## config.mk

```make
export PLATFORM = sky130hd
export DESIGN_NAME = ntpod_front_flat
export DESIGN_NICKNAME = d
export VERILOG_FILES = /design/src/design/ntpod_pkg.sv /design/src/design/ntpod_if.sv /design/src/design/ntpod_front.sv /design/src/flat_wrapper.sv
export SDC_FILE = /design/constraint.sdc
export NUM_CORES = 1
export LEC_CHECK = 0
export BUFFER_PORTS_ARGS = -buffer_cell sky130_fd_sc_hd__buf_2
export CAP_MARGIN = 20
export CELL_PAD_IN_SITES_DETAIL_PLACEMENT = 1
export CELL_PAD_IN_SITES_GLOBAL_PLACEMENT = 2
export CORE_ASPECT_RATIO = 1.25
export CORE_MARGIN = 2
export CORE_UTILIZATION = 26
export CTS_CLUSTER_SIZE = 20
export DETAILED_ROUTE_END_ITERATION = 6
export PLACE_DENSITY_LB_ADDON = 0.1
export SLEW_MARGIN = 10
export SYNTH_ARGS = -nofsm -noshare
export SYNTH_HDL_FRONTEND = slang
export SYNTH_SLANG_ARGS = --single-unit
export TNS_END_PERCENT = 30
```

## constraint.sdc

```tcl
create_clock -name clk -period 4.7 [get_ports clk]
set_clock_uncertainty 0.05 [all_clocks]
set_input_delay 0.47 -clock clk [delete_from_list [all_inputs] [get_ports clk]]
set_output_delay 0.47 -clock clk [all_outputs]
set_load 0.02 [all_outputs]
```

## src/design/ntpod_pkg.sv

```systemverilog
// Shared types and constants for the NTP reply offset and delay core.
`timescale 1ns / 1ps
package ntpod_pkg;

	localparam logic [3:0]  HEADER_WORD   = 4'd0;
	localparam logic [3:0]  FIRST_STAMP   = 4'd6;
	localparam logic [3:0]  LAST_WORD     = 4'd11;
	localparam logic [3:0]  IDLE_COUNT    = 4'd12;
	localparam int          NUM_STAMPS    = 6;
	localparam int          QUEUE_DEPTH   = 2;

	localparam logic signed [16:0] ZONE_RESET = 17'sd28800;
	localparam logic [31:0] EPOCH_1900_TO_1970 = 32'h83aa7e80;
	localparam logic [19:0] USEC_PER_SEC  = 20'd1000000;
	localparam logic [31:0] SETU_ROUND    = 32'd32768;
	localparam logic [9:0]  SETU_SCALE    = 10'd759;
	localparam logic signed [52:0] RT_MAX = 53'sd2147483647;
	localparam logic signed [52:0] RT_MIN = -53'sd2147483648;

	// One complete reply, handed from the word collector to the arithmetic.
	typedef struct packed {
		logic [31:0]        header;
		logic [63:0]        originate;
		logic [63:0]        receive;
		logic [63:0]        transmit;
		logic [63:0]        arrival;
		logic signed [16:0] zone;
	} job_t;

endpackage

```

## src/design/ntpod_if.sv

```systemverilog
// Channel interfaces: reply words in, results out, and the configuration write.
`timescale 1ns / 1ps
interface ntpod_in_if;
	logic        valid;
	logic        ready;
	logic [31:0] packet_word;
	logic        start_of_packet;
	logic [31:0] arrival_seconds;
	logic [31:0] arrival_fraction;

	modport source (output valid, output packet_word, output start_of_packet,
		output arrival_seconds, output arrival_fraction, input ready);
	modport sink (input valid, input packet_word, input start_of_packet,
		input arrival_seconds, input arrival_fraction, output ready);
endinterface


interface ntpod_cfg_if;
	logic               valid;
	logic               ready;
	logic signed [16:0] zone_offset_seconds;

	modport source (output valid, output zone_offset_seconds, input ready);
	modport sink (input valid, input zone_offset_seconds, output ready);
endinterface

```

## src/design/ntpod_front.sv

```systemverilog
// Word collector: counts reply words, keeps the header and timestamps, emits jobs.
`timescale 1ns / 1ps
module ntpod_front (
	input  logic             clk,
	input  logic             arst_n,
	ntpod_in_if.sink         packet,
	ntpod_cfg_if.sink        cfg,
	input  logic             queue_full,
	output logic             push,
	output ntpod_pkg::job_t  job
);
	import ntpod_pkg::*;

	logic [3:0]         word_count_q;
	logic [31:0]        header_q;
	logic [31:0]        stamp_q [NUM_STAMPS];
	logic signed [16:0] zone_q;
	logic               accept;
	logic [3:0]         idx;
	logic               in_packet;

	assign cfg.ready    = 1'b1;
	assign packet.ready = !queue_full;
	assign accept       = packet.valid && packet.ready;
	assign idx          = packet.start_of_packet ? HEADER_WORD : word_count_q;
	assign in_packet    = idx < IDLE_COUNT;
	assign push         = accept && (idx == LAST_WORD);

	always_ff @(posedge clk or negedge arst_n) begin
		if (!arst_n) begin
			word_count_q <= IDLE_COUNT;
			zone_q       <= ZONE_RESET;
		end else begin
			if (cfg.valid) begin
				zone_q <= cfg.zone_offset_seconds;
			end
			if (accept && in_packet) begin
				word_count_q <= idx + 4'd1;
			end
		end
	end

	always_ff @(posedge clk) begin
		if (accept && in_packet) begin
			if (idx == HEADER_WORD) begin
				header_q <= packet.packet_word;
			end else if (idx >= FIRST_STAMP) begin
				stamp_q[3'(idx - FIRST_STAMP)] <= packet.packet_word;
			end
		end
	end

	// The last word is the transmit fraction, taken straight from the port.
	always_comb begin
		job.header    = header_q;
		job.originate = {stamp_q[0], stamp_q[1]};
		job.receive   = {stamp_q[2], stamp_q[3]};
		job.transmit  = {stamp_q[4], packet.packet_word};
		job.arrival   = {packet.arrival_seconds, packet.arrival_fraction};
		job.zone      = zone_q;
	end

endmodule

```

## src/flat_wrapper.sv

```systemverilog
// flat-port wrapper written by rule: the top's interface ports become plain ports
module ntpod_front_flat import ntpod_pkg::*;
  (clk, arst_n, queue_full, push, job, packet_valid, packet_packet_word, packet_start_of_packet, packet_arrival_seconds, packet_arrival_fraction, packet_ready, cfg_valid, cfg_zone_offset_seconds, cfg_ready);
  ntpod_in_if packet_i ();
  ntpod_cfg_if cfg_i ();
  input  logic clk;
  input  logic arst_n;
  input  logic queue_full;
  output logic push;
  output ntpod_pkg::job_t job;
  input wire logic [$bits(packet_i.valid)-1:0] packet_valid;
  input wire logic [$bits(packet_i.packet_word)-1:0] packet_packet_word;
  input wire logic [$bits(packet_i.start_of_packet)-1:0] packet_start_of_packet;
  input wire logic [$bits(packet_i.arrival_seconds)-1:0] packet_arrival_seconds;
  input wire logic [$bits(packet_i.arrival_fraction)-1:0] packet_arrival_fraction;
  output wire logic [$bits(packet_i.ready)-1:0] packet_ready;
  input wire logic [$bits(cfg_i.valid)-1:0] cfg_valid;
  input wire logic [$bits(cfg_i.zone_offset_seconds)-1:0] cfg_zone_offset_seconds;
  output wire logic [$bits(cfg_i.ready)-1:0] cfg_ready;
  assign packet_i.valid = packet_valid;
  assign packet_i.packet_word = packet_packet_word;
  assign packet_i.start_of_packet = packet_start_of_packet;
  assign packet_i.arrival_seconds = packet_arrival_seconds;
  assign packet_i.arrival_fraction = packet_arrival_fraction;
  assign packet_ready = packet_i.ready;
  assign cfg_i.valid = cfg_valid;
  assign cfg_i.zone_offset_seconds = cfg_zone_offset_seconds;
  assign cfg_ready = cfg_i.ready;
  ntpod_front u_core (.clk(clk), .arst_n(arst_n), .packet(packet_i), .cfg(cfg_i), .queue_full(queue_full), .push(push), .job(job));
endmodule
```

== Yosys cells after proc, flatten, opt, wreduce, memory -nomap -nowiden ==
Memory sizes are Yosys's and may differ from the RTL's.
Index checks and enable logic that the tools add are counted.

* Flip-flop bits (word level): 53
* Memories: 1
* Input bits: 119
* RAM bits: 192
* Output and inout port bits: 308
* Logic and storage cells: 20

{| class="wikitable"
|+ Memory list
! memory !! depth !! bits a word !! read ports !! clocked after memory_dff !! wr ports !! line !! source
|-
| u_core.stamp_q || 6 || 32 || 5 || 0 || 1 || ntpod_front.sv:16 || <nowiki>logic [31:0] stamp_q [NUM_STAMPS];</nowiki>
|}

* Magnitude comparators: 2
* Reduce and logical (&&, ||, !) cells: 6
* Equality and inequality tests: 1
* $add $sub $neg: 2
* Muxes and demuxes: 5

{| class="wikitable"
|+ Operators with widths
! operator !! count
|-
| 4-bit by 1-bit adder with 4-bit output, second input constant || 1
|-
| 4-bit == test, second input constant || 1
|-
| 4-bit by 3-bit greater-or-equal comparator with 1-bit output, second input constant || 1
|-
| 4-bit zero test || 1
|-
| 4-bit < comparator, second input constant || 1
|-
| 1-bit two-way mux || 4
|-
| 4-bit two-way mux || 1
|-
| 1-bit logical AND || 3
|-
| 3-bit subtractor, second input constant || 1
|-
| 2-bit AND reduction || 1
|-
| 1-bit zero test || 1
|}

== Longest topological paths before layout ==
Gate-level depths: netlist (run 1).

* Depth after elaboration: 6
* Mapped depth: 7
* Mapped depth without buffers: 6

== Worst setup path after synthesis (run 1) ==
No wires, ideal clock.

* Path type: register to register
* Start point: reg u_core.word_count_q[2]
* End point: mem u_core.stamp_q[1][0], enable pin
* Period minus slack after synthesis: 4.409 ns
* Library setup time: 0.502 ns
* Path slack: 0.291 ns
* Arrival: 3.858 ns
* Stages on the path, launching flop included: 3
* Path buffers: 0
* Data required time: 4.148 ns
* Cell sequence: dfstp_2 > or2b_1 > nor4_1

* Cells in the longest elaborated chain, start to end: 6
* Elaborated cells on any way between the ends: 10
* Those cells by class: add/sub (1); order compare (2); mux (5); reduce/logical (2)

{| class="wikitable"
|+ RTL lines
! element !! line !! source
|-
| start, declared || ntpod_front.sv:14 || <nowiki>logic [3:0] word_count_q;</nowiki>
|-
| start signal, assigned || ntpod_front.sv:38 || <nowiki>word_count_q <= idx + 4'd1;</nowiki>
|-
| 4-bit two-way mux (*) || ntpod_front.sv:25 || <nowiki>assign idx = packet.start_of_packet ? HEADER_WORD : word_count_q;</nowiki>
|-
| 4-bit by 3-bit greater-or-equal comparator with 1-bit output || ntpod_front.sv:47 || <nowiki>end else if (idx >= FIRST_STAMP) begin</nowiki>
|-
| 1-bit two-way mux || ntpod_front.sv:47 ||
|-
| 1-bit two-way mux || ntpod_front.sv:45 || <nowiki>if (idx == HEADER_WORD) begin</nowiki>
|-
| 1-bit two-way mux || ntpod_front.sv:44 || <nowiki>if (accept && in_packet) begin</nowiki>
|-
| 1-bit two-way mux (not written as such) || ntpod_front.sv:48 || <nowiki>stamp_q[3'(idx - FIRST_STAMP)] <= packet.packet_word;</nowiki>
|-
| end, declared || ntpod_front.sv:16 ||
|}

Mark *: on every way between the ends. The rest lies on a longest branch, timed or not.

== Worst setup path in the final report (run 1) ==
* Start point: reg u_core.word_count_q[0]
* End point: out push

* Cells in the longest elaborated chain, start to end: 3

{| class="wikitable"
|+ RTL lines
! element !! line !! source
|-
| 4-bit two-way mux || ntpod_front.sv:25 ||
|-
| 4-bit == test || ntpod_front.sv:27 || <nowiki>assign push = accept && (idx == LAST_WORD);</nowiki>
|-
| 1-bit logical AND || ntpod_front.sv:27 ||
|-
| end, declared || flat_wrapper.sv:9 || <nowiki>output logic push;</nowiki>
|}

Every way passes these cells.

==> reports/results.md, run 1 <==
GRT
• 0.126 — GRT Total Usage
• 4284 — via count of the first global-routing pass
• 0 — number of antenna violations at the first check in global routing
• 33 — maximum number of pins on one net before global-route repair
• 0 — global-route congestion overflow total
• 28400 um — first-pass GRT wire length

Floorplan
• 427 — boundary pin count
• 194 um — vertical die dimension
• 69 — row cnt
• 30100 sq um — die footprint
• 28300 sq um — core area
• 0.264 — effective utilization at floorplan
• 156 um — Chip Width

Route
• 20.4 um — wire per inst
• 4 — number of iterations in the first detailed-routing pass
• 148 — initial DRC count
• 4.10 — ratio of routed vias to standard cells
• 0 — antenna viol nets, final
• 3969 — via count of the routed design
• 0 — post-route DRC violation count
• 19700 um — DRT Wirelength

Cells and area
• 715 — final layout net count
• 967 — number of non-filler instances in the completed layout
• 0.598 — fraction of final layout cells with drive strength greater than 1
• 0 — number of inserted diodes
• 28.0% — Layout Area Growth over Synthesis

Synthesis
• edfxtp_1 — most repeated cell in the gate-level netlist after synthesis
• edfxtp_1, buf_4, dfrtp_1 — top cells by area, synth
• 192 — count of flip-flops with a built-in enable after synthesis
• 213 — flop and latch count out of synthesis
• 20.5 sq um — per-instance average area after synthesis
• edfxtp_1 — most instantiated flip-flop cell in the synthesis netlist
• 0.772 — area share of the largest cell type after synthesis
• 7470 sq um — Cell Area, Synth
• 0.843 — Seq/Total Area, Yosys
• 484 — Net Count, Synth
• edfxtp_1, buf_4, dfrtp_1 — top cell types by occurrence after synthesis
• edfxtp_1 — cell accounting for the most synthesized area
• 0.0986 — fraction of registers with async set or reset after synthesis
• 30 — library cells used by synthesis
• 0 — total number of yosys warnings
• 364 — Gate Count Post-Synth

Place
• 13900 um — placed wire-length estimate
• 924 — count of placed standard cells including taps
• 0.703 — routability congestion estimate
• 297 — count of input and output buffers

STA
• no — unrepaired setup endpoints after global routing
• 389 MHz — fmax
• 0.385 — Slew Limit Headroom
• 0 ns — aggregate negative setup slack
• 0 — endpoints failing hold
• 2.57 ns — final worst path period need
• 0 — count of pins over their slew limit
• 0.920 ns — worst slew pin tran
• 0.546 — portion of the clock cycle consumed by the worst path in the final layout
• 0 — final setup vio count

Worst setup path
• output port — nature of the critical path endpoint
• 2.17 ns — setup slack, reg-to-reg
• 8 — critical path fanouts, max
• flop — launching element type of the critical path
• 4.18 ns — Worst EP required
• reg2out — critical path start-end classification
• 2.05 ns — data arrival time of the critical path

Clocking
• 1 — hold buffer count at cts
• 0.50 ns — later-pin clock latency in the skew report
• clkbuf_16 — clock root buffer
• 0 — count of cells resized by post-cts repair
• 23 — Num CTS Buffers
• 0.06 ns — clock-pin slew reported for the worst setup and hold paths after clock tree synthesis
• done — TritonCTS clock tree
• 213 — TritonCTS Sinks
• 0 — Post-CTS Setup Repair Bufs
• 3 — maximum clock path buffer count
• 1 — level count of the clock H-tree

Outcome
• finished, final reports clean — result of the run

Power
• 0.502 — share of power burned in registers
• 0.199 mV — worst vdd rail ir drop
• 447 nW/um^2 — power per cell area
• 0.055 — relative contribution of combinational cells to total power
• 3.74 nW — leakage
• 0.442 — part of the total power dissipated in the clock network
• 0.000922 W — power dissipated by switching net loads
• 0.216 — net switching fraction of the power
• 0.00335 W — internal power

Job
• 0 — Max Cap Violations

Worst hold path
• in2reg — path category of the worst min-delay check

cell usage in the layout, fill, tap and decap left out, types with 4 or more instances in the layout:
| cell type | count |
|---|---|
| mux2_2 | 7 |
| bufinv_16 | 4 |
| mux2_1 | 10 |
| dfstp_2 | 6 |
| buf_4 | 8 |
| buf_2 | 297 |
| dfrtp_1 | 15 |
| edfxtp_1 | 192 |
| clkbuf_1 | 5 |
| inv_1 | 4 |
| clkbuf_16 | 23 |
kinds of logic (layout without fill, tap and decap cells):
family                     count (synthesis)  in the layout  share of synthesized area
DFF                                      213            213                      0.843
AOI/OAI and AO/OA                          8              8                    0.00704
and+or+nand+nor                           19             19                     0.0183
adders and majority gates                  1              1                    0.00167
buffers and inverters                    104            352                      0.102
muxes                                     18             18                     0.0276
other                                      1              1                   0.000502
registers in the layout, summed over array words and instances (netlist names):
register and flops:
u_core.header_q 32, u_core.stamp_q 160, u_core.word_count_q 4, u_core.zone_q 17
power by group through the flow:
stage          logic (W)  clock network (W)  registers (W)
3_3_place_gp    0.000239                  0        0.00218
3_5_place_dp    0.000243                  0        0.00219
6_report        0.000237            0.00189        0.00215
2_1_floorplan   0.000178                  0        0.00222
4_1_cts         0.000243            0.00195        0.00215
5_1_grt         0.000257            0.00201        0.00215
stage by stage:
stage	instance area (sq um)	worst slack [ns]	total power, W	hold WS [ns]	utilization
final	9560	2.13	0.00427	0.126	0.338
after global routing	9560	1.95	0.00442	0.124	0.338
after CTS	9560	2.05	0.00434	0.102	0.338
after detailed placement	8750	1.89	0.00243	0.427	0.309
after global placement	8750	1.93	0.00242	0.417	0.309
after floorplan	7470	0.291	0.00240	0.124	-
worst max-delay path, cell delays in order (launching register included):
cell and delay (ns):
dfrtp_1 0.57, inv_1 0.19, nor2_1 0.19, ha_1 0.22, inv_1 0.08, nor2_2 0.12
buf_2 0.18
final timing paths:
kind,start,cells past startpoint,endpoint
setup / recovery,u_core.word_count_q[0],6,push
hold / removal,cfg_zone_offset_seconds[11],2,u_core.zone_q[11]
setup reg to reg,u_core.word_count_q[3],4,u_core.stamp_q[2][17]
hold reg to reg,u_core.zone_q[11],1,u_core.zone_q[11]
max in group asynchronous,arst_n,2,u_core.word_count_q[3]
min in group asynchronous,arst_n,2,u_core.zone_q[1]
per-layer routing:
metal  up-vias  share of wire  GRT usage
met2       254           0.50      0.220
met1      1966           0.39      0.148
met4         0          0.021     0.0347
met3        34          0.095     0.0426
met5         -              0          0
li1       1715              -          -
layout make-up:
| type | count | area (sq um) |
|---|---|---|
| clock buffer | 30 | 622 |
| clock inverter | 12 | 173 |
| fill | 2946 | 18800 |
| inverter | 4 | 15.0 |
| multi-input combinational | 47 | 450 |
| sequential | 213 | 6300 |
| tap | 355 | 444 |
| timing repair buffer | 306 | 1560 |
No activity file was read; power rests on OpenSTA's default activity.
==> run 2, diff against run 1 <==
- ABC_AREA: not set -> 1
- clock period: 4.7 -> 2.2 ns (I/O delays scaled with it)
==> reports/results.md, run 2 <==
Outcome
• finished, final reports clean — result of the run

Power
• 0.570 mV — worst vdd rail ir drop
• 0.00673 W — internal power
• 0.217 — net switching fraction of the power
• 0.00860 W — Final Power
• 862 nW/um^2 — power per cell area
• 0.528 — share of power burned in registers
• 0.065 — relative contribution of combinational cells to total power
• 0.407 — part of the total power dissipated in the clock network
• 3.98 nW — leakage
• 0.00187 W — power dissipated by switching net loads

Synthesis
• 0.841 — Seq/Total Area, Yosys
• edfxtp_1 — cell accounting for the most synthesized area
• 0 — total number of yosys warnings
• edfxtp_1 — most instantiated flip-flop cell in the synthesis netlist
• edfxtp_1 — most repeated cell in the gate-level netlist after synthesis
• edfxtp_1, buf_4, dfrtp_1 — top cells by area, synth
• 494 — Net Count, Synth
• 7490 sq um — Cell Area, Synth
• 374 — Gate Count Post-Synth
• 21 — library cells used by synthesis
• edfxtp_1, buf_4, nand2_1 — top cell types by occurrence after synthesis
• 0.0986 — fraction of registers with async set or reset after synthesis
• 20.0 sq um — per-instance average area after synthesis
• 213 — flop and latch count out of synthesis
• 0.770 — area share of the largest cell type after synthesis
• 192 — count of flip-flops with a built-in enable after synthesis

Worst setup path
• u_core.stamp_q[2][6] — reg2reg end
• nand2_1 — most numerous cell on the critical path
• 0.37 ns — setup slack, reg-to-reg
• 1.71 ns — data arrival time of the critical path
• reg2out — critical path start-end classification
• 5 — R2R depth
• flop — launching element type of the critical path
• 0.39 ns — largest stage delay on the critical path
• output port — nature of the critical path endpoint
• 4 — critical path fanouts, max
• u_core.word_count_q[1] — start point of the critical path
• 1.93 ns — Worst EP required
• dfrtp_1 — Slowest-stage cell, CP
• nand2_1, inv_1, ha_1, nand2_1, nor3_1, buf_2 — crit path cell chain
• u_core.word_count_q[2] — start of the worst register-to-register path

Cells and area
• 2944 — number of fillers in the final layout
• 0 — number of inserted diodes
• u_core.stamp_q (160), u_core.header_q (32), u_core.zone_q (17) — biggest registers after layout
• 6300 sq um — Seq. cell area
• 160 — flip-flop count of the largest register, all copies and words added
• u_core.stamp_q — register name with the most flops
• buf_2, edfxtp_1, dlygate4sd3_1 — commonest non-fill, non-tap cells in the layout
• 33.3% — Layout Area Growth over Synthesis
• buf_2 — most common cell after layout, fill and taps aside
• 1026 — number of non-filler instances in the completed layout
• 0.351 — fraction of the core area covered by cells at the end of the flow
• 775 — final layout net count
• 0.560 — fraction of final layout cells with drive strength greater than 1
• 460 sq um — multi-input logic area

GRT
• 4456 — via count of the first global-routing pass
• 29400 um — first-pass GRT wire length
• 0.0429 — met3 usage in global routing
• 0 — global-route congestion overflow total
• 0 — number of antenna violations at the first check in global routing
• 0.226 — GR Util met2
• met2 — global-route layer with the greatest usage
• 31 — maximum number of pins on one net before global-route repair
• 0.146 — met1 usage
• 0.129 — GRT Total Usage

Clocking
• clkbuf_16 — clock root buffer
• 1 — level count of the clock H-tree
• 0.06 ns — clock-pin slew reported for the worst setup and hold paths after clock tree synthesis
• 213 — TritonCTS Sinks
• done — TritonCTS clock tree
• 0.49 ns — later-pin clock latency in the skew report
• 23 — Num CTS Buffers
• 3 — maximum clock path buffer count

Floorplan
• 28400 sq um — core area
• 427 — boundary pin count
• 0.264 — effective utilization at floorplan
• 30200 sq um — die footprint
• 156 um — Chip Width
• 194 um — vertical die dimension
• 69 — row cnt

Place
• 938 — count of placed standard cells including taps
• 297 — count of input and output buffers
• 0.718 — routability congestion estimate
• 14400 um — placed wire-length estimate

Worst hold path
• packet_packet_word[14] — startpoint of the tightest hold check path
• in2reg — path category of the worst min-delay check
• u_core.stamp_q[3][14] — Hold EP
• 1 — cell depth of the worst hold path

Route
• 94 — initial DRC count
• 4182 — via count of the routed design
• 0 — antenna viol nets, final
• 20200 um — DRT Wirelength
• 4.08 — ratio of routed vias to standard cells
• 19.7 um — wire per inst
• 4 — number of iterations in the first detailed-routing pass
• 0 — post-route DRC violation count

STA
• 0 — count of pins over their slew limit
• 0.665 — Slew Limit Headroom
• 1.98 ns — final worst path period need
• 0 — endpoints failing hold
• 0.503 ns — worst slew pin tran
• 0.900 — portion of the clock cycle consumed by the worst path in the final layout
• 0 — final setup vio count
• 505 MHz — fmax
• no — unrepaired setup endpoints after global routing

Job
• 0 — Max Cap Violations

## run 2: cell count changes after synthesis, moves of 4 or more
cell     before  now
nor4_1        4    0
mux2_4        1   10
mux2_1       10    0
nand2_1       1   16
nand3_1       0    5
## run 2: power groups by stage
stage                     clock, W  combinational, W  sequential, W
after global placement           0          0.000488        0.00462
after CTS                  0.00366          0.000559        0.00454
after global routing       0.00380          0.000603        0.00455
final                      0.00350          0.000556        0.00454
after detailed placement         0          0.000499        0.00462
after floorplan                  0          0.000362        0.00471
## run 2: timing repair
item / CTS / global route
resized for setup: 1 / 1
hold buffers: 44 / 1
endpoints found under the hold margin: 192 / 5
pin swaps: 0 / 1
setup buffers: 0 / 2
cloned: 0 / 0
endpoints found under the setup margin: 1 / 1
## run 2: through the flow
step	area, sq um	hold slack, ns	TNS [ns]	setup slack [ns]
2_1_floorplan	7490	-0.126	-66.98	-0.425
3_3_place_gp	8830	0.163	0	0.388
3_5_place_dp	8830	0.175	0	0.340
4_1_cts	9950	0.00293	0	0.0339
5_1_grt	9980	0.00505	0	0.0507
6_report	9980	0.00566	0	0.221
## run 2: metal layers
metal	vias to the layer above	share of wire
li1	1820	-
met1	2065	0.39
met2	258	0.49
met3	39	0.094
met4	0	0.027
met5	-	0
## run 2: cell families (layout without fill, tap and decap cells)
group / Yosys count / in the layout / share of synthesized area
flip-flops: 213 / 213 / 0.841
buffers and inverters: 106 / 403 / 0.105
AND/OR/NAND/NOR: 33 / 33 / 0.0192
multiplexers: 17 / 17 / 0.0306
AO/OA/AOI/OAI: 3 / 3 / 0.00200
adder cells (fa/ha/maj): 1 / 1 / 0.00167
other: 1 / 1 / 0.000501
## run 2: worst max-delay path by stage
| stage | slack (ns) | end |
|---|---|---|
| 2_1_floorplan | -0.42 | u_core.stamp_q[2][0] |
| 3_3_place_gp | 0.39 | u_core.stamp_q[2][26] |
| 3_5_place_dp | 0.34 | u_core.stamp_q[2][9] |
| 4_1_cts | 0.03 | push |
| 5_1_grt | 0.05 | push |
| 6_report | 0.22 | push |
## run 2: layout make-up
cell class                      instances  share of cell area
Clock inverter                         17              0.0103
Sequential cell                       213               0.631
Timing Repair Buffer                  355               0.208
Clock buffer                           24              0.0580
Tap cell                              355              0.0445
Inverter                                7             0.00263
Multi-Input combinational cell         55              0.0461
## run 2: worst max-delay path: cells and delay by family, from the launching register on
kind | cells | cell delay, ns
simple gates | 3 | 0.36
buf+inv | 2 | 0.29
fa+ha+maj | 1 | 0.17
flops | 1 | 0.39
