File: src/design/ntpod_pkg.sv
// Shared types and constants for the NTP reply offset and delay core.
`timescale 1ns / 1ps
package ntpod_pkg;

	localparam logic [3:0]  HEADER_WORD   = 4'd0;
	localparam logic [3:0]  FIRST_STAMP   = 4'd6;
	localparam logic [3:0]  LAST_WORD     = 4'd11;
	localparam logic [3:0]  IDLE_COUNT    = 4'd12;
	localparam int          NUM_STAMPS    = 6;
	localparam int          QUEUE_DEPTH   = 2;

	localparam logic signed [16:0] ZONE_RESET = 17'sd28800;
	localparam logic [31:0] EPOCH_1900_TO_1970 = 32'h83aa7e80;
	localparam logic [19:0] USEC_PER_SEC  = 20'd1000000;
	localparam logic [31:0] SETU_ROUND    = 32'd32768;
	localparam logic [9:0]  SETU_SCALE    = 10'd759;
	localparam logic signed [52:0] RT_MAX = 53'sd2147483647;
	localparam logic signed [52:0] RT_MIN = -53'sd2147483648;

	// One complete reply, handed from the word collector to the arithmetic.
	typedef struct packed {
		logic [31:0]        header;
		logic [63:0]        originate;
		logic [63:0]        receive;
		logic [63:0]        transmit;
		logic [63:0]        arrival;
		logic signed [16:0] zone;
	} job_t;

endpackage

File: src/design/ntpod_queue.sv
// Two-entry job queue between the word collector and the arithmetic pipeline.
`timescale 1ns / 1ps
module ntpod_queue (
	input  logic             clk,
	input  logic             arst_n,
	input  logic             push,
	input  ntpod_pkg::job_t  push_job,
	input  logic             pop,
	output logic             full,
	output logic             empty,
	output ntpod_pkg::job_t  head
);
	import ntpod_pkg::*;

	localparam int PW = (QUEUE_DEPTH > 1) ? $clog2(QUEUE_DEPTH) : 1;
	localparam int CW = $clog2(QUEUE_DEPTH + 1);

	job_t          mem_q [QUEUE_DEPTH];
	logic [PW-1:0] wr_ptr_q;
	logic [PW-1:0] rd_ptr_q;
	logic [CW-1:0] count_q;
	logic          do_push;
	logic          do_pop;

	assign full    = count_q == CW'(QUEUE_DEPTH);
	assign empty   = count_q == '0;
	assign do_push = push && !full;
	assign do_pop  = pop && !empty;
	assign head    = mem_q[rd_ptr_q];

	always_ff @(posedge clk or negedge arst_n) begin
		if (!arst_n) begin
			wr_ptr_q <= '0;
			rd_ptr_q <= '0;
			count_q  <= '0;
		end else begin
			if (do_push) begin
				wr_ptr_q <= (wr_ptr_q == PW'(QUEUE_DEPTH - 1)) ? '0 : wr_ptr_q + PW'(1);
			end
			if (do_pop) begin
				rd_ptr_q <= (rd_ptr_q == PW'(QUEUE_DEPTH - 1)) ? '0 : rd_ptr_q + PW'(1);
			end
			if (do_push && !do_pop) begin
				count_q <= count_q + CW'(1);
			end else if (do_pop && !do_push) begin
				count_q <= count_q - CW'(1);
			end
		end
	end

	always_ff @(posedge clk) begin
		if (do_push) begin
			mem_q[wr_ptr_q] <= push_job;
		end
	end

endmodule

File: config.mk
export PLATFORM = sky130hd
export DESIGN_NAME = ntpod_queue
export DESIGN_NICKNAME = d
export VERILOG_FILES = /design/src/design/ntpod_pkg.sv /design/src/design/ntpod_queue.sv
export SDC_FILE = /design/constraint.sdc
export NUM_CORES = 1
export LEC_CHECK = 0
export ABC_AREA = 1
export BUFFER_PORTS_ARGS = -buffer_cell sky130_fd_sc_hd__buf_4
export CORE_AREA = 4 4 235 237
export DETAILED_ROUTE_END_ITERATION = 7
export DIE_AREA = 0 0 239 241
export MAX_ROUTING_LAYER = met4
export PLACE_DENSITY = 0.76
export SYNTH_ARGS = -nofsm -noshare
export SYNTH_HDL_FRONTEND = slang
export SYNTH_SLANG_ARGS = --single-unit
File: constraint.sdc
create_clock -name clk -period 25.3 [get_ports clk]
set_clock_uncertainty 0.2 [all_clocks]
set_input_delay 5.06 -clock clk [delete_from_list [all_inputs] [get_ports clk]]
set_output_delay 5.06 -clock clk [all_outputs]
set_load 0.03 [all_outputs]
# Word level (Yosys, flattened, before mapping)
# Memory sizes are Yosys's and may differ from the RTL's.
# Index checks and enable logic that the tools add are counted.
[totals]
ram_bits = 610
mem_count = 1
register_bits = 4
wordCells = 25
in_bits = 309
output_inout_bits = 307
[memory_table]
columns = ["memory", "words", "width", "read_ports", "rd_ports_with_merged_regs", "write_ports", "line_no", "rtl"]
rows = [
  ["mem_q", 2, 305, 1, 0, 1, "ntpod_queue.sv:18", "job_t mem_q [QUEUE_DEPTH];"],
]
[op_classes]
reduce_logical = 10
n_mux = 6
addsub = 4
n_eq_ne = 1
[op_table]
columns = ["op", "count"]
rows = [
  ["logical AND 1 bit", 4],
  ["logical NOT 1 bit", 4],
  ["2-to-1 mux 1 bit", 4],
  ["2-to-1 mux 2 bit", 2],
  ["adder 1 bit, second input constant", 2],
  ["adder 2 x 1 -> 2 bit, second input constant", 1],
  ["== test 2 bit, second input constant", 1],
  ["logical NOT 2 bit", 1],
  ["nonzero test 2 bit", 1],
  ["subtractor 2 x 1 -> 2 bit, second input constant", 1],
]

# Logic depth before layout (Yosys ltp)
# Gate-level depths: netlist (run 1).
[depth]
ltp_word = 7
depth_mapped = 9
ltp_nobuf = 9

# Worst setup path before layout (run 1)
# OpenSTA, ideal clock, no wires.
[synth_timing]
kind = "input-to-reg"
start = "input push"
end = "memory mem_q[1][0] (netlist name) (enable)"
path_stages = 2
path_buffers = 0
arrival_ns = 17.792
required_time_ns = 24.122
path_slack_ns = 6.331
setup_time_ns = 0.978
cell_sequence = "o21ai_0 > nor2_1"
[synth_via]
elab_chain_len = 3
[synth_lines]
columns = ["element", "line_no", "rtl"]
rows = [
  ["from (decl)", "ntpod_queue.sv:6", "input logic push,"],
  ["logical AND 1 bit", "ntpod_queue.sv:27", "assign do_push = push && !full;"],
  ["2-to-1 mux 1 bit", "ntpod_queue.sv:52", "if (do_push) begin"],
  ["2-to-1 mux 1 bit (not written as such)", "ntpod_queue.sv:53", "mem_q[wr_ptr_q] <= push_job;"],
  ["to (decl)", "ntpod_queue.sv:18", ""],
]
# No other way between the ends.

==> results.sh, run 1 <==
export IMPL_final_cells=2993
export IMPL_cts_hold_buffers=0
export IMPL_synth_nets=1934
export IMPL_p_per_area_mw_per_mm2=132.4
export IMPL_cts_max_path_buffers=3
export IMPL_firstDrtPassIters=6
export IMPL_io_pin_count=616
export IMPL_p_leak_nw=12.48
export IMPL_cts_tree="built"
export IMPL_syn_inst=1624
export IMPL_viasPerCell=4.758
export IMPL_path_class="reg2out"
export IMPL_final_layout_size_suffix_gt1_share_pct=31.36
export IMPL_die_y_um=241
export IMPL_layout_common_cells="nand2_1 (924), buf_4 (627), edfxtp_1 (610), clkbuf_16 (63), clkinv_1 (14)"
export IMPL_grt_max_degree=148
export IMPL_crit_required_ps=20040
export IMPL_synth_area_mm2=0.02249
export IMPL_dr_total_vias=14240
export IMPL_track_usage_pct=18.62
export IMPL_tightest_slew_ps=1125
export IMPL_period_needed_ps=8994
export IMPL_setup_violations=0
export IMPL_first_global_vias=14110
export IMPL_clk_pin_slew_worst_paths_ps=60
export IMPL_cts_resized=0
export IMPL_totalWireLength_um=55640
export IMPL_area_delta_synth_final_pct=31.26
export IMPL_num_nets_final=2557
export IMPL_rsz0062_at_grt="false"
export IMPL_antenna_found_initial=1
export IMPL_grt_pass1_wl_um=80660
export IMPL_internal_power_mw=2.352
export IMPL_p_comb_share_pct=40.7
export IMPL_postRouteAntennaNets=0
export IMPL_grt_remaining_overflow=0
export IMPL_cp_start_kind="flip-flop"
export IMPL_cts_htree_levels=2
export IMPL_final_hold_violation_count=0
export IMPL_pwr_share_seq_pct=37.3
export IMPL_fin_tns_setup_ps=0
export IMPL_rows=85
export IMPL_post_cts_setup_buffers=0
export IMPL_root_buffer="clkbuf_16"
export IMPL_dieArea_mm2=0.05760
export IMPL_port_buffers=615
export IMPL_clk_insertion_delay_late_ps=590
export IMPL_path_max_fanout=84
export IMPL_outcome="finished clean"
export IMPL_ys_ff_latch=614
export IMPL_layout_commonest_cell="nand2_1"
export IMPL_routabilityCongestion=0.8322
export IMPL_ir_drop_v=0.0001335
export IMPL_cts_inserted_buffers=61
export IMPL_fin_crit_sh_pct=35.55
export IMPL_start_util_pct=42.20
export IMPL_dp_cells=2880
export IMPL_dp_slack_ps=16700
export IMPL_crit_path_end_kind="output port"
export IMPL_critPathArrivalTime_ps=3730
export IMPL_switching_power_mw=1.556
export IMPL_hpwl_um=37260
export IMPL_post_drt_wl_per_cell_um=18.59
export IMPL_coreArea_mm2=0.05328
export IMPL_drt_iter0_drc=940
export IMPL_max_freq_mhz=111.2
export IMPL_cts_sinks=614
export IMPL_slew_viol_final=0
export IMPL_ys_seq_area_share_pct=81.91
export IMPL_swShare_pct=39.80
export IMPL_cap_violations=0
export IMPL_hold_path_class="reg2reg"
export IMPL_die_x_um=239
export IMPL_clkPwrFrac_pct=22.0
export IMPL_route_detailed_drc=0
export IMPL_slew_headroom_pct=24.98
export IMPL_setup_slack_ps=16310
export IMPL_synth_warnings=0
export IMPL_synth_cell_types=16
export IMPL_avgSynthCellArea_um2=13.85
[critical path, stage by stage, from the launching register on]
cell	delay, ps
dfrtp_4	970
buf_4	770
buf_4	830
nand2_1	160
nand2_1	130
buf_4	160
[synth_stat cells]
cell type,instances,area (µm²)
clkbuf_1,5,18.77
nand3_1,1,5.000
xnor2_1,1,8.760
buf_6,23,259.0
nand2_1,924,3468
nand3b_1,1,7.510
nor2_1,4,15.01
buf_4,12,90.09
buf_2,27,135.1
ha_1,1,12.51
dfrtp_1,4,100.1
o21ai_0,2,10.01
edfxtp_1,610,18320
inv_4,1,6.260
nand4_1,1,6.260
inv_1,7,26.28
[logic make-up after synthesis]
kind of cell	share of synthesized area [%]
adders and majority gates	0.05563
and+or+nand+nor	15.57
AOI/OAI and AO/OA	0.04452
buffers and inverters	2.382
xor gates and xnor gates	0.03896
DFF	81.91
[registers in the layout, summed over array words and instances (netlist names)]
signal	count
mem_q	610
count_q	2
rd_ptr_q	1
wr_ptr_q	1
[path summary, 6_finish.rpt]
kind / to / cells after the start / startpoint / slack (ps)
worst max-delay path: head[127] / 5 / rd_ptr_q / 16310
worst min-delay path: wr_ptr_q / 2 / wr_ptr_q / 300
worst max register to register: mem_q[0][158] / 7 / count_q[1] / 21440
worst min register to register: wr_ptr_q / 2 / wr_ptr_q / 300
max in group asynchronous: rd_ptr_q / 1 / arst_n / 20720
min in group asynchronous: wr_ptr_q / 1 / arst_n / 4050
[stage by stage]
step           instance area [µm²]  util, %  hold slack [ps]  total power, mW
6_report                     29520    55.40            299.5            3.908
5_1_grt                      29520    55.40            355.8            4.092
4_1_cts                      29510    55.39            299.7            3.947
3_5_place_dp                 27590    51.77            267.2            3.078
3_3_place_gp                 27590    51.77            277.3            3.050
2_1_floorplan                22490        -            249.0            2.562
[routing by layer]
layer	global-route usage, %	vias to the layer above	share of wire [%]
met5	-	-	0
met4	7.590	0	4.2
met3	5.405	143	8.4
met2	32.02	554	53
met1	20.45	6799	35
li1	-	6746	-
[power by group through the flow]
stage          sequential, mW  combinational, mW  clock, mW
2_1_floorplan            1.55               1.02          0
3_5_place_dp             1.48               1.60          0
6_report                 1.46               1.59      0.860
5_1_grt                  1.48               1.69      0.924
3_3_place_gp             1.47               1.58          0
4_1_cts                  1.46               1.61      0.881
[cell type report]
class	instances	area (µm²)
Fill cell	4208	23770
Sequential cell	614	18420
Timing Repair Buffer	627	4707
Multi-Input combinational cell	935	3541
Clock buffer	76	1665
Tap cell	696	870.8
Clock inverter	36	262.8
Inverter	8	45.04
Antenna cell	1	2.502
No activity file was read; power rests on OpenSTA's default activity.
==> run 2, diff against run 1 <==
- CORE_AREA: 4 4 235 237 -> 4 4 238 240
- DIE_AREA: 0 0 239 241 -> 0 0 242 244
- PLACE_DENSITY: 0.76 -> 0.77
- clock period: 25.3 -> 8.25 ns (I/O delays scaled with it)
==> run 2 against run 1 <==
Cell count barely moved. Non-clock buffer count is 4 lower. Cell area grew 0.29%. Combinational power grew to 3.1 times the previous value.
==> results.sh, run 2 (synthesis gave the netlist of run 1 again) <==
export IMPL_grt_max_degree=170
export IMPL_cts_sinks=614
export IMPL_hpwl_um=38160
export IMPL_grt_remaining_overflow=0
export IMPL_largest_register="mem_q"
export IMPL_die_x_um=242
export IMPL_critical_path_top_delay_family="buffers and inverters"
export IMPL_routabilityCongestion=0.8816
export IMPL_grt_pass1_wl_um=84470
export IMPL_finalPower_mw=12.09
export IMPL_largest_reg_flops=610
export IMPL_area_delta_synth_final_pct=31.64
export IMPL_largest_registers="mem_q: 610 flops, count_q: 2 flops"
export IMPL_nFillCells=4331
export IMPL_final_layout_size_suffix_gt1_share_pct=31.27
export IMPL_drt_iter0_drc=1000
export IMPL_root_buffer="clkbuf_16"
export IMPL_setup_violations=0
export IMPL_seqCellArea_mm2=0.01842
export IMPL_final_util_pct=54.15
export IMPL_layout_commonest_cell="nand2_1"
export IMPL_totalWireLength_um=56580
export IMPL_clk_insertion_delay_late_ps=580
export IMPL_slowest_stage="buf_4"
export IMPL_cts_htree_levels=2
export IMPL_path_depth=5
export IMPL_dp_slack_ps=3396
export IMPL_cts_resized=0
export IMPL_slew_viol_final=0
export IMPL_dr_total_vias=14410
export IMPL_multiInputGateArea_mm2=0.003541
export IMPL_first_global_vias=14650
export IMPL_max_freq_mhz=181.2
export IMPL_outcome="finished clean"
export IMPL_ir_drop_v=0.0002948
export IMPL_coreArea_mm2=0.05466
export IMPL_cp_start_kind="flip-flop"
export IMPL_hold_path_class="reg2reg"
export IMPL_cts_tree="built"
export IMPL_post_drt_wl_per_cell_um=18.89
export IMPL_final_hold_violation_count=0
export IMPL_crit_path_start="rd_ptr_q"
export IMPL_post_cts_setup_buffers=0
export IMPL_antenna_found_initial=2
export IMPL_die_y_um=244
export IMPL_cts_inserted_buffers=60
export IMPL_r2r_slack_ps=5800
export IMPL_cts_max_path_buffers=3
export IMPL_cts_hold_buffers=0
export IMPL_crit_required_ps=6400
export IMPL_path_class="reg2out"
export IMPL_setup_slack_ps=2733
export IMPL_track_usage_pct=18.81
export IMPL_viasPerCell=4.812
export IMPL_postRouteAntennaNets=0
export IMPL_fin_tns_setup_ps=0
export IMPL_p_leak_nw=12.50
export IMPL_path_buf_inv=3
export IMPL_route_detailed_drc=0
export IMPL_path_max_fanout=98
export IMPL_layout_common_cells="nand2_1 (924), buf_4 (618), edfxtp_1 (610), clkbuf_16 (61)"
export IMPL_firstDrtPassIters=5
export IMPL_timing_rr_end="rd_ptr_q"
export IMPL_path_common_cell="buf_4"
export IMPL_reg2reg_depth=4
export IMPL_io_pin_count=616
export IMPL_crit_path_cell_trace="buf_4 > buf_4 > nand2_1 > nand2_1 > buf_4"
export IMPL_rsz0062_at_grt="false"
export IMPL_tightest_slew_ps=1119
export IMPL_crit_path_end_kind="output port"
export IMPL_r2r_start="rd_ptr_q"
export IMPL_port_buffers=615
export IMPL_slew_headroom_pct=25.37
export IMPL_clk_pin_slew_worst_paths_ps=60
export IMPL_rows=86
export IMPL_slowest_delay_ps=870
export IMPL_endpoint="head[184]"
export IMPL_dieArea_mm2=0.05905
export IMPL_period_needed_ps=5517
export IMPL_critPathArrivalTime_ps=3670
export IMPL_p_per_area_mw_per_mm2=408.3
export IMPL_fin_crit_sh_pct=66.88
export IMPL_num_nets_final=2552
export IMPL_start_util_pct=41.14
export IMPL_cap_violations=0
-- run 2: changes by cell type in the layout (fill, tap and decap cells not counted), sizes merged --
cell      previous run  this run
buf                627       623
bufinv               3         7
clkinv              27        24
inv                 11         8
clkbuf              76        75
clkinvlp             3         4
-- run 2: how the worst min path moves through the flow --
stage / start / end / depth (start not counted)
2_1_floorplan: wr_ptr_q / wr_ptr_q / 2
3_3_place_gp: wr_ptr_q / wr_ptr_q / 2
6_report: wr_ptr_q / wr_ptr_q / 2
5_1_grt: wr_ptr_q / wr_ptr_q / 2
4_1_cts: wr_ptr_q / wr_ptr_q / 2
3_5_place_dp: wr_ptr_q / wr_ptr_q / 2
-- run 2: per-stage QoR --
stage               hold slack [ps]  instances  instance area (µm²)
finish                        292.5       2995                29600
global route                  347.5       2995                29600
CTS                           295.3       2994                29600
detailed placement            283.1       2884                27620
global placement              263.8       2884                27620
floorplan                     250.1       1624                22500
-- run 2: metal layers --
| layer | routed length [µm] | vias up | GRT usage, % |
|---|---|---|---|
| li1 | - | 6724 | - |
| met1 | 20770 | 6980 | 21.54 |
| met2 | 29650 | 613 | 32.83 |
| met3 | 4735 | 96 | 5.241 |
| met4 | 1420 | 0 | 4.985 |
| met5 | 0 | - | - |
-- run 2: layout make-up --
cell class,instances,area share (%)
multi-input combinational,935,11.96
sequential,614,62.23
timing repair buffer,623,16.01
clock inverter,35,1.171
clock buffer,75,5.503
antenna,1,0.008453
tap,704,2.976
inverter,8,0.1395
-- run 2: where the power goes --
group          switching [mW]  total [mW]  internal [mW]
Sequential              0.197        4.46           4.26
Clock                    1.11        2.72           1.61
Combinational            3.46        4.91           1.45
Total                    4.76        12.1           7.32
-- run 2: worst register-to-register path, delay by kind of cell, from the launching register on --
family        cells  cell delay, ps
buf+inv           2            1160
flops             1             700
simple gates      2             310
==> run 3, diff against run 2 <==
- ABC_AREA: 1 -> 0
- CORE_AREA: 4 4 238 240 -> 4 4 239 241
- DIE_AREA: 0 0 242 244 -> 0 0 243 245
- PLACE_DENSITY: 0.77 -> 0.75
- clock period: 8.25 -> 5.4 ns (I/O delays scaled with it)
==> run 3 against run 2 <==
Synthesized area increased by 3.1%. Die area increased by 0.82%. Total power increased by 52%. Routed wire length decreased by 7.0%. Synthesized cell count decreased by 40%. Worst hold slack got worse by 220 ps. Worst setup slack got worse by 1400 ps. Largest cell class unchanged.
==> results.sh, run 3 <==
export IMPL_track_usage_pct=17.37
export IMPL_outcome="finished clean"
export IMPL_p_per_area_mw_per_mm2=601.7
export IMPL_drt_iter0_drc=625
export IMPL_r2r_slack_ps=2790
export IMPL_crit_required_ps=4120
export IMPL_cts_max_path_buffers=3
export IMPL_syn_inst=968
export IMPL_totalWireLength_um=52650
export IMPL_viasPerCell=4.820
export IMPL_ys_seq_area_share_pct=79.40
export IMPL_synth_largest_area_cell="edfxtp_1"
export IMPL_start_util_pct=42.27
export IMPL_ys_async_sr_fraction_pct=0.6515
export IMPL_area_delta_synth_final_pct=32.04
export IMPL_p_leak_nw=12.04
export IMPL_grt_remaining_overflow=0
export IMPL_switching_power_mw=6.325
export IMPL_setup_violations=0
export IMPL_synth_most_common_cell="edfxtp_1"
export IMPL_whs_ps=75.47
export IMPL_die_x_um=243
export IMPL_route_detailed_drc=0
export IMPL_routabilityCongestion=0.8246
export IMPL_antenna_found_initial=7
export IMPL_layout_common_cells="buf_4 (628), edfxtp_1 (610), mux2_4 (240), mux2_2 (65), clkbuf_16 (61)"
export IMPL_finalPower_mw=18.43
export IMPL_rsz0062_at_grt="false"
export IMPL_cap_violations=0
export IMPL_cts_hold_buffers=0
export IMPL_port_buffers=615
export IMPL_crit_path_start="rd_ptr_q"
export IMPL_period_needed_ps=4056
export IMPL_cts_resized=0
export IMPL_r2r_start="count_q[0]"
export IMPL_slew_viol_final=0
export IMPL_clkPwrFrac_pct=22.4
export IMPL_crit_path_end_kind="output port"
export IMPL_setup_slack_ps=1344
export IMPL_synthFlopType="edfxtp_1"
export IMPL_cp_start_kind="flip-flop"
export IMPL_final_hold_violation_count=0
export IMPL_synth_edf_count=610
export IMPL_coreArea_mm2=0.05488
export IMPL_path_max_fanout=53
export IMPL_fin_tns_setup_ps=0
export IMPL_max_freq_mhz=246.5
export IMPL_swShare_pct=34.32
export IMPL_critPathArrivalTime_ps=2780
export IMPL_postRouteAntennaNets=0
export IMPL_p_comb_share_pct=40.2
export IMPL_synth_top_area_share_pct=78.97
export IMPL_die_y_um=245
export IMPL_synth_nets=1278
export IMPL_dp_slack_ps=1941
export IMPL_layout_commonest_cell="buf_4"
export IMPL_io_pin_count=616
export IMPL_fin_crit_sh_pct=75.12
export IMPL_nFillCells=4137
export IMPL_num_nets_final=1944
export IMPL_synth_area_mm2=0.02319
export IMPL_hold_path_class="in2async"
export IMPL_synth_cell_types=15
export IMPL_path_class="reg2out"
export IMPL_cts_tree="built"
export IMPL_internal_power_mw=12.10
export IMPL_largest_register="mem_q"
export IMPL_slew_headroom_pct=31.51
export IMPL_cts_htree_levels=2
export IMPL_synthTopCellsByArea="edfxtp_1 (79%), mux2_4 (16%), mux2_2 (3.2%)"
export IMPL_avgSynthCellArea_um2=23.96
export IMPL_post_cts_setup_buffers=0
export IMPL_first_global_vias=12420
export IMPL_ys_ff_latch=614
export IMPL_fin_area_mm2=0.03063
export IMPL_grt_pass1_wl_um=76130
export IMPL_cts_sinks=614
export IMPL_grt_max_degree=116
export IMPL_dr_total_vias=11530
export IMPL_tightest_slew_ps=1027
export IMPL_dieArea_mm2=0.05954
export IMPL_synth_warnings=0
export IMPL_clk_insertion_delay_late_ps=590
export IMPL_synth_common_cells="edfxtp_1 (610), mux2_4 (240), mux2_2 (65)"
export IMPL_rows=86
export IMPL_pwr_share_seq_pct=37.3
export IMPL_final_layout_size_suffix_gt1_share_pct=61.15
export IMPL_hpwl_um=37330
export IMPL_post_drt_wl_per_cell_um=22.01
export IMPL_ir_drop_v=0.0003572
export IMPL_cts_inserted_buffers=61
export IMPL_largest_reg_flops=610
export IMPL_placed_area_mm2=0.02866
export IMPL_clk_pin_slew_worst_paths_ps=60
export IMPL_firstDrtPassIters=4
export IMPL_root_buffer="clkbuf_16"
export IMPL_largest_registers="mem_q: 610 flops, count_q: 2 flops"
==> run 3: per-layer routing <==
metal	share of wire [%]	up-vias	global-route usage [%]
met5	0	-	-
met4	3.7	0	7.028
met3	8.1	115	5.429
met2	53	467	30.28
met1	35	5740	18.48
li1	-	5207	-
==> run 3: cell type report <==
cell class	instances	area [µm²]	area share [%]
multi-input combinational	318	4453	14.54
inverter	2	7.507	0.02451
clock inverter	38	382.9	1.250
tap	704	880.8	2.876
sequential	614	18420	60.15
timing repair buffer	637	4895	15.98
antenna	7	17.52	0.05720
clock buffer	72	1568	5.119
==> run 3: power groups by stage <==
| stage | sequential (mW) | clock [mW] | combinational (mW) |
|---|---|---|---|
| 2_1_floorplan | 6.96 | 0 | 5.19 |
| 3_3_place_gp | 6.93 | 0 | 7.45 |
| 3_5_place_dp | 6.99 | 0 | 7.49 |
| 4_1_cts | 6.90 | 4.24 | 7.52 |
| 5_1_grt | 6.98 | 4.44 | 7.74 |
| 6_report | 6.88 | 4.13 | 7.41 |
==> run 3: kinds of logic (layout without fill, tap and decap cells) <==
kind of cell / count (synthesis) / count (layout) / synth area share [%]
flip-flops: 614 / 614 / 79.40
multiplexers: 305 / 305 / 18.69
buffers and inverters: 36 / 749 / 1.521
AND/OR/NAND/NOR: 6 / 6 / 0.1187
XOR/XNOR: 5 / 5 / 0.1888
adder cells (fa/ha/maj): 1 / 1 / 0.05393
AO/OA/AOI/OAI: 1 / 1 / 0.02156
other: 0 / 7 / 0
==> run 3: worst max-delay path, cell delays in order (launching register included) <==
cell	delay, ps
dfrtp_4	1080
buf_4	500
mux2_4	340
buf_4	170
==> run 3: final timing paths <==
check | depth (start not counted) | end
worst max-delay path | 3 | head[122]
worst max register to register | 3 | mem_q[1][83]
worst min register to register | 1 | count_q[1]
worst min-delay path | 1 | count_q[1]
min in group clk | 1 | count_q[1]
max in group asynchronous | 1 | rd_ptr_q
==> run 3: through the flow <==
step	cells	util, %
2_1_floorplan	968	-
3_3_place_gp	2275	52.22
4_1_cts	2385	55.78
5_1_grt	2392	55.81
6_report	2392	55.81
3_5_place_dp	2275	52.22
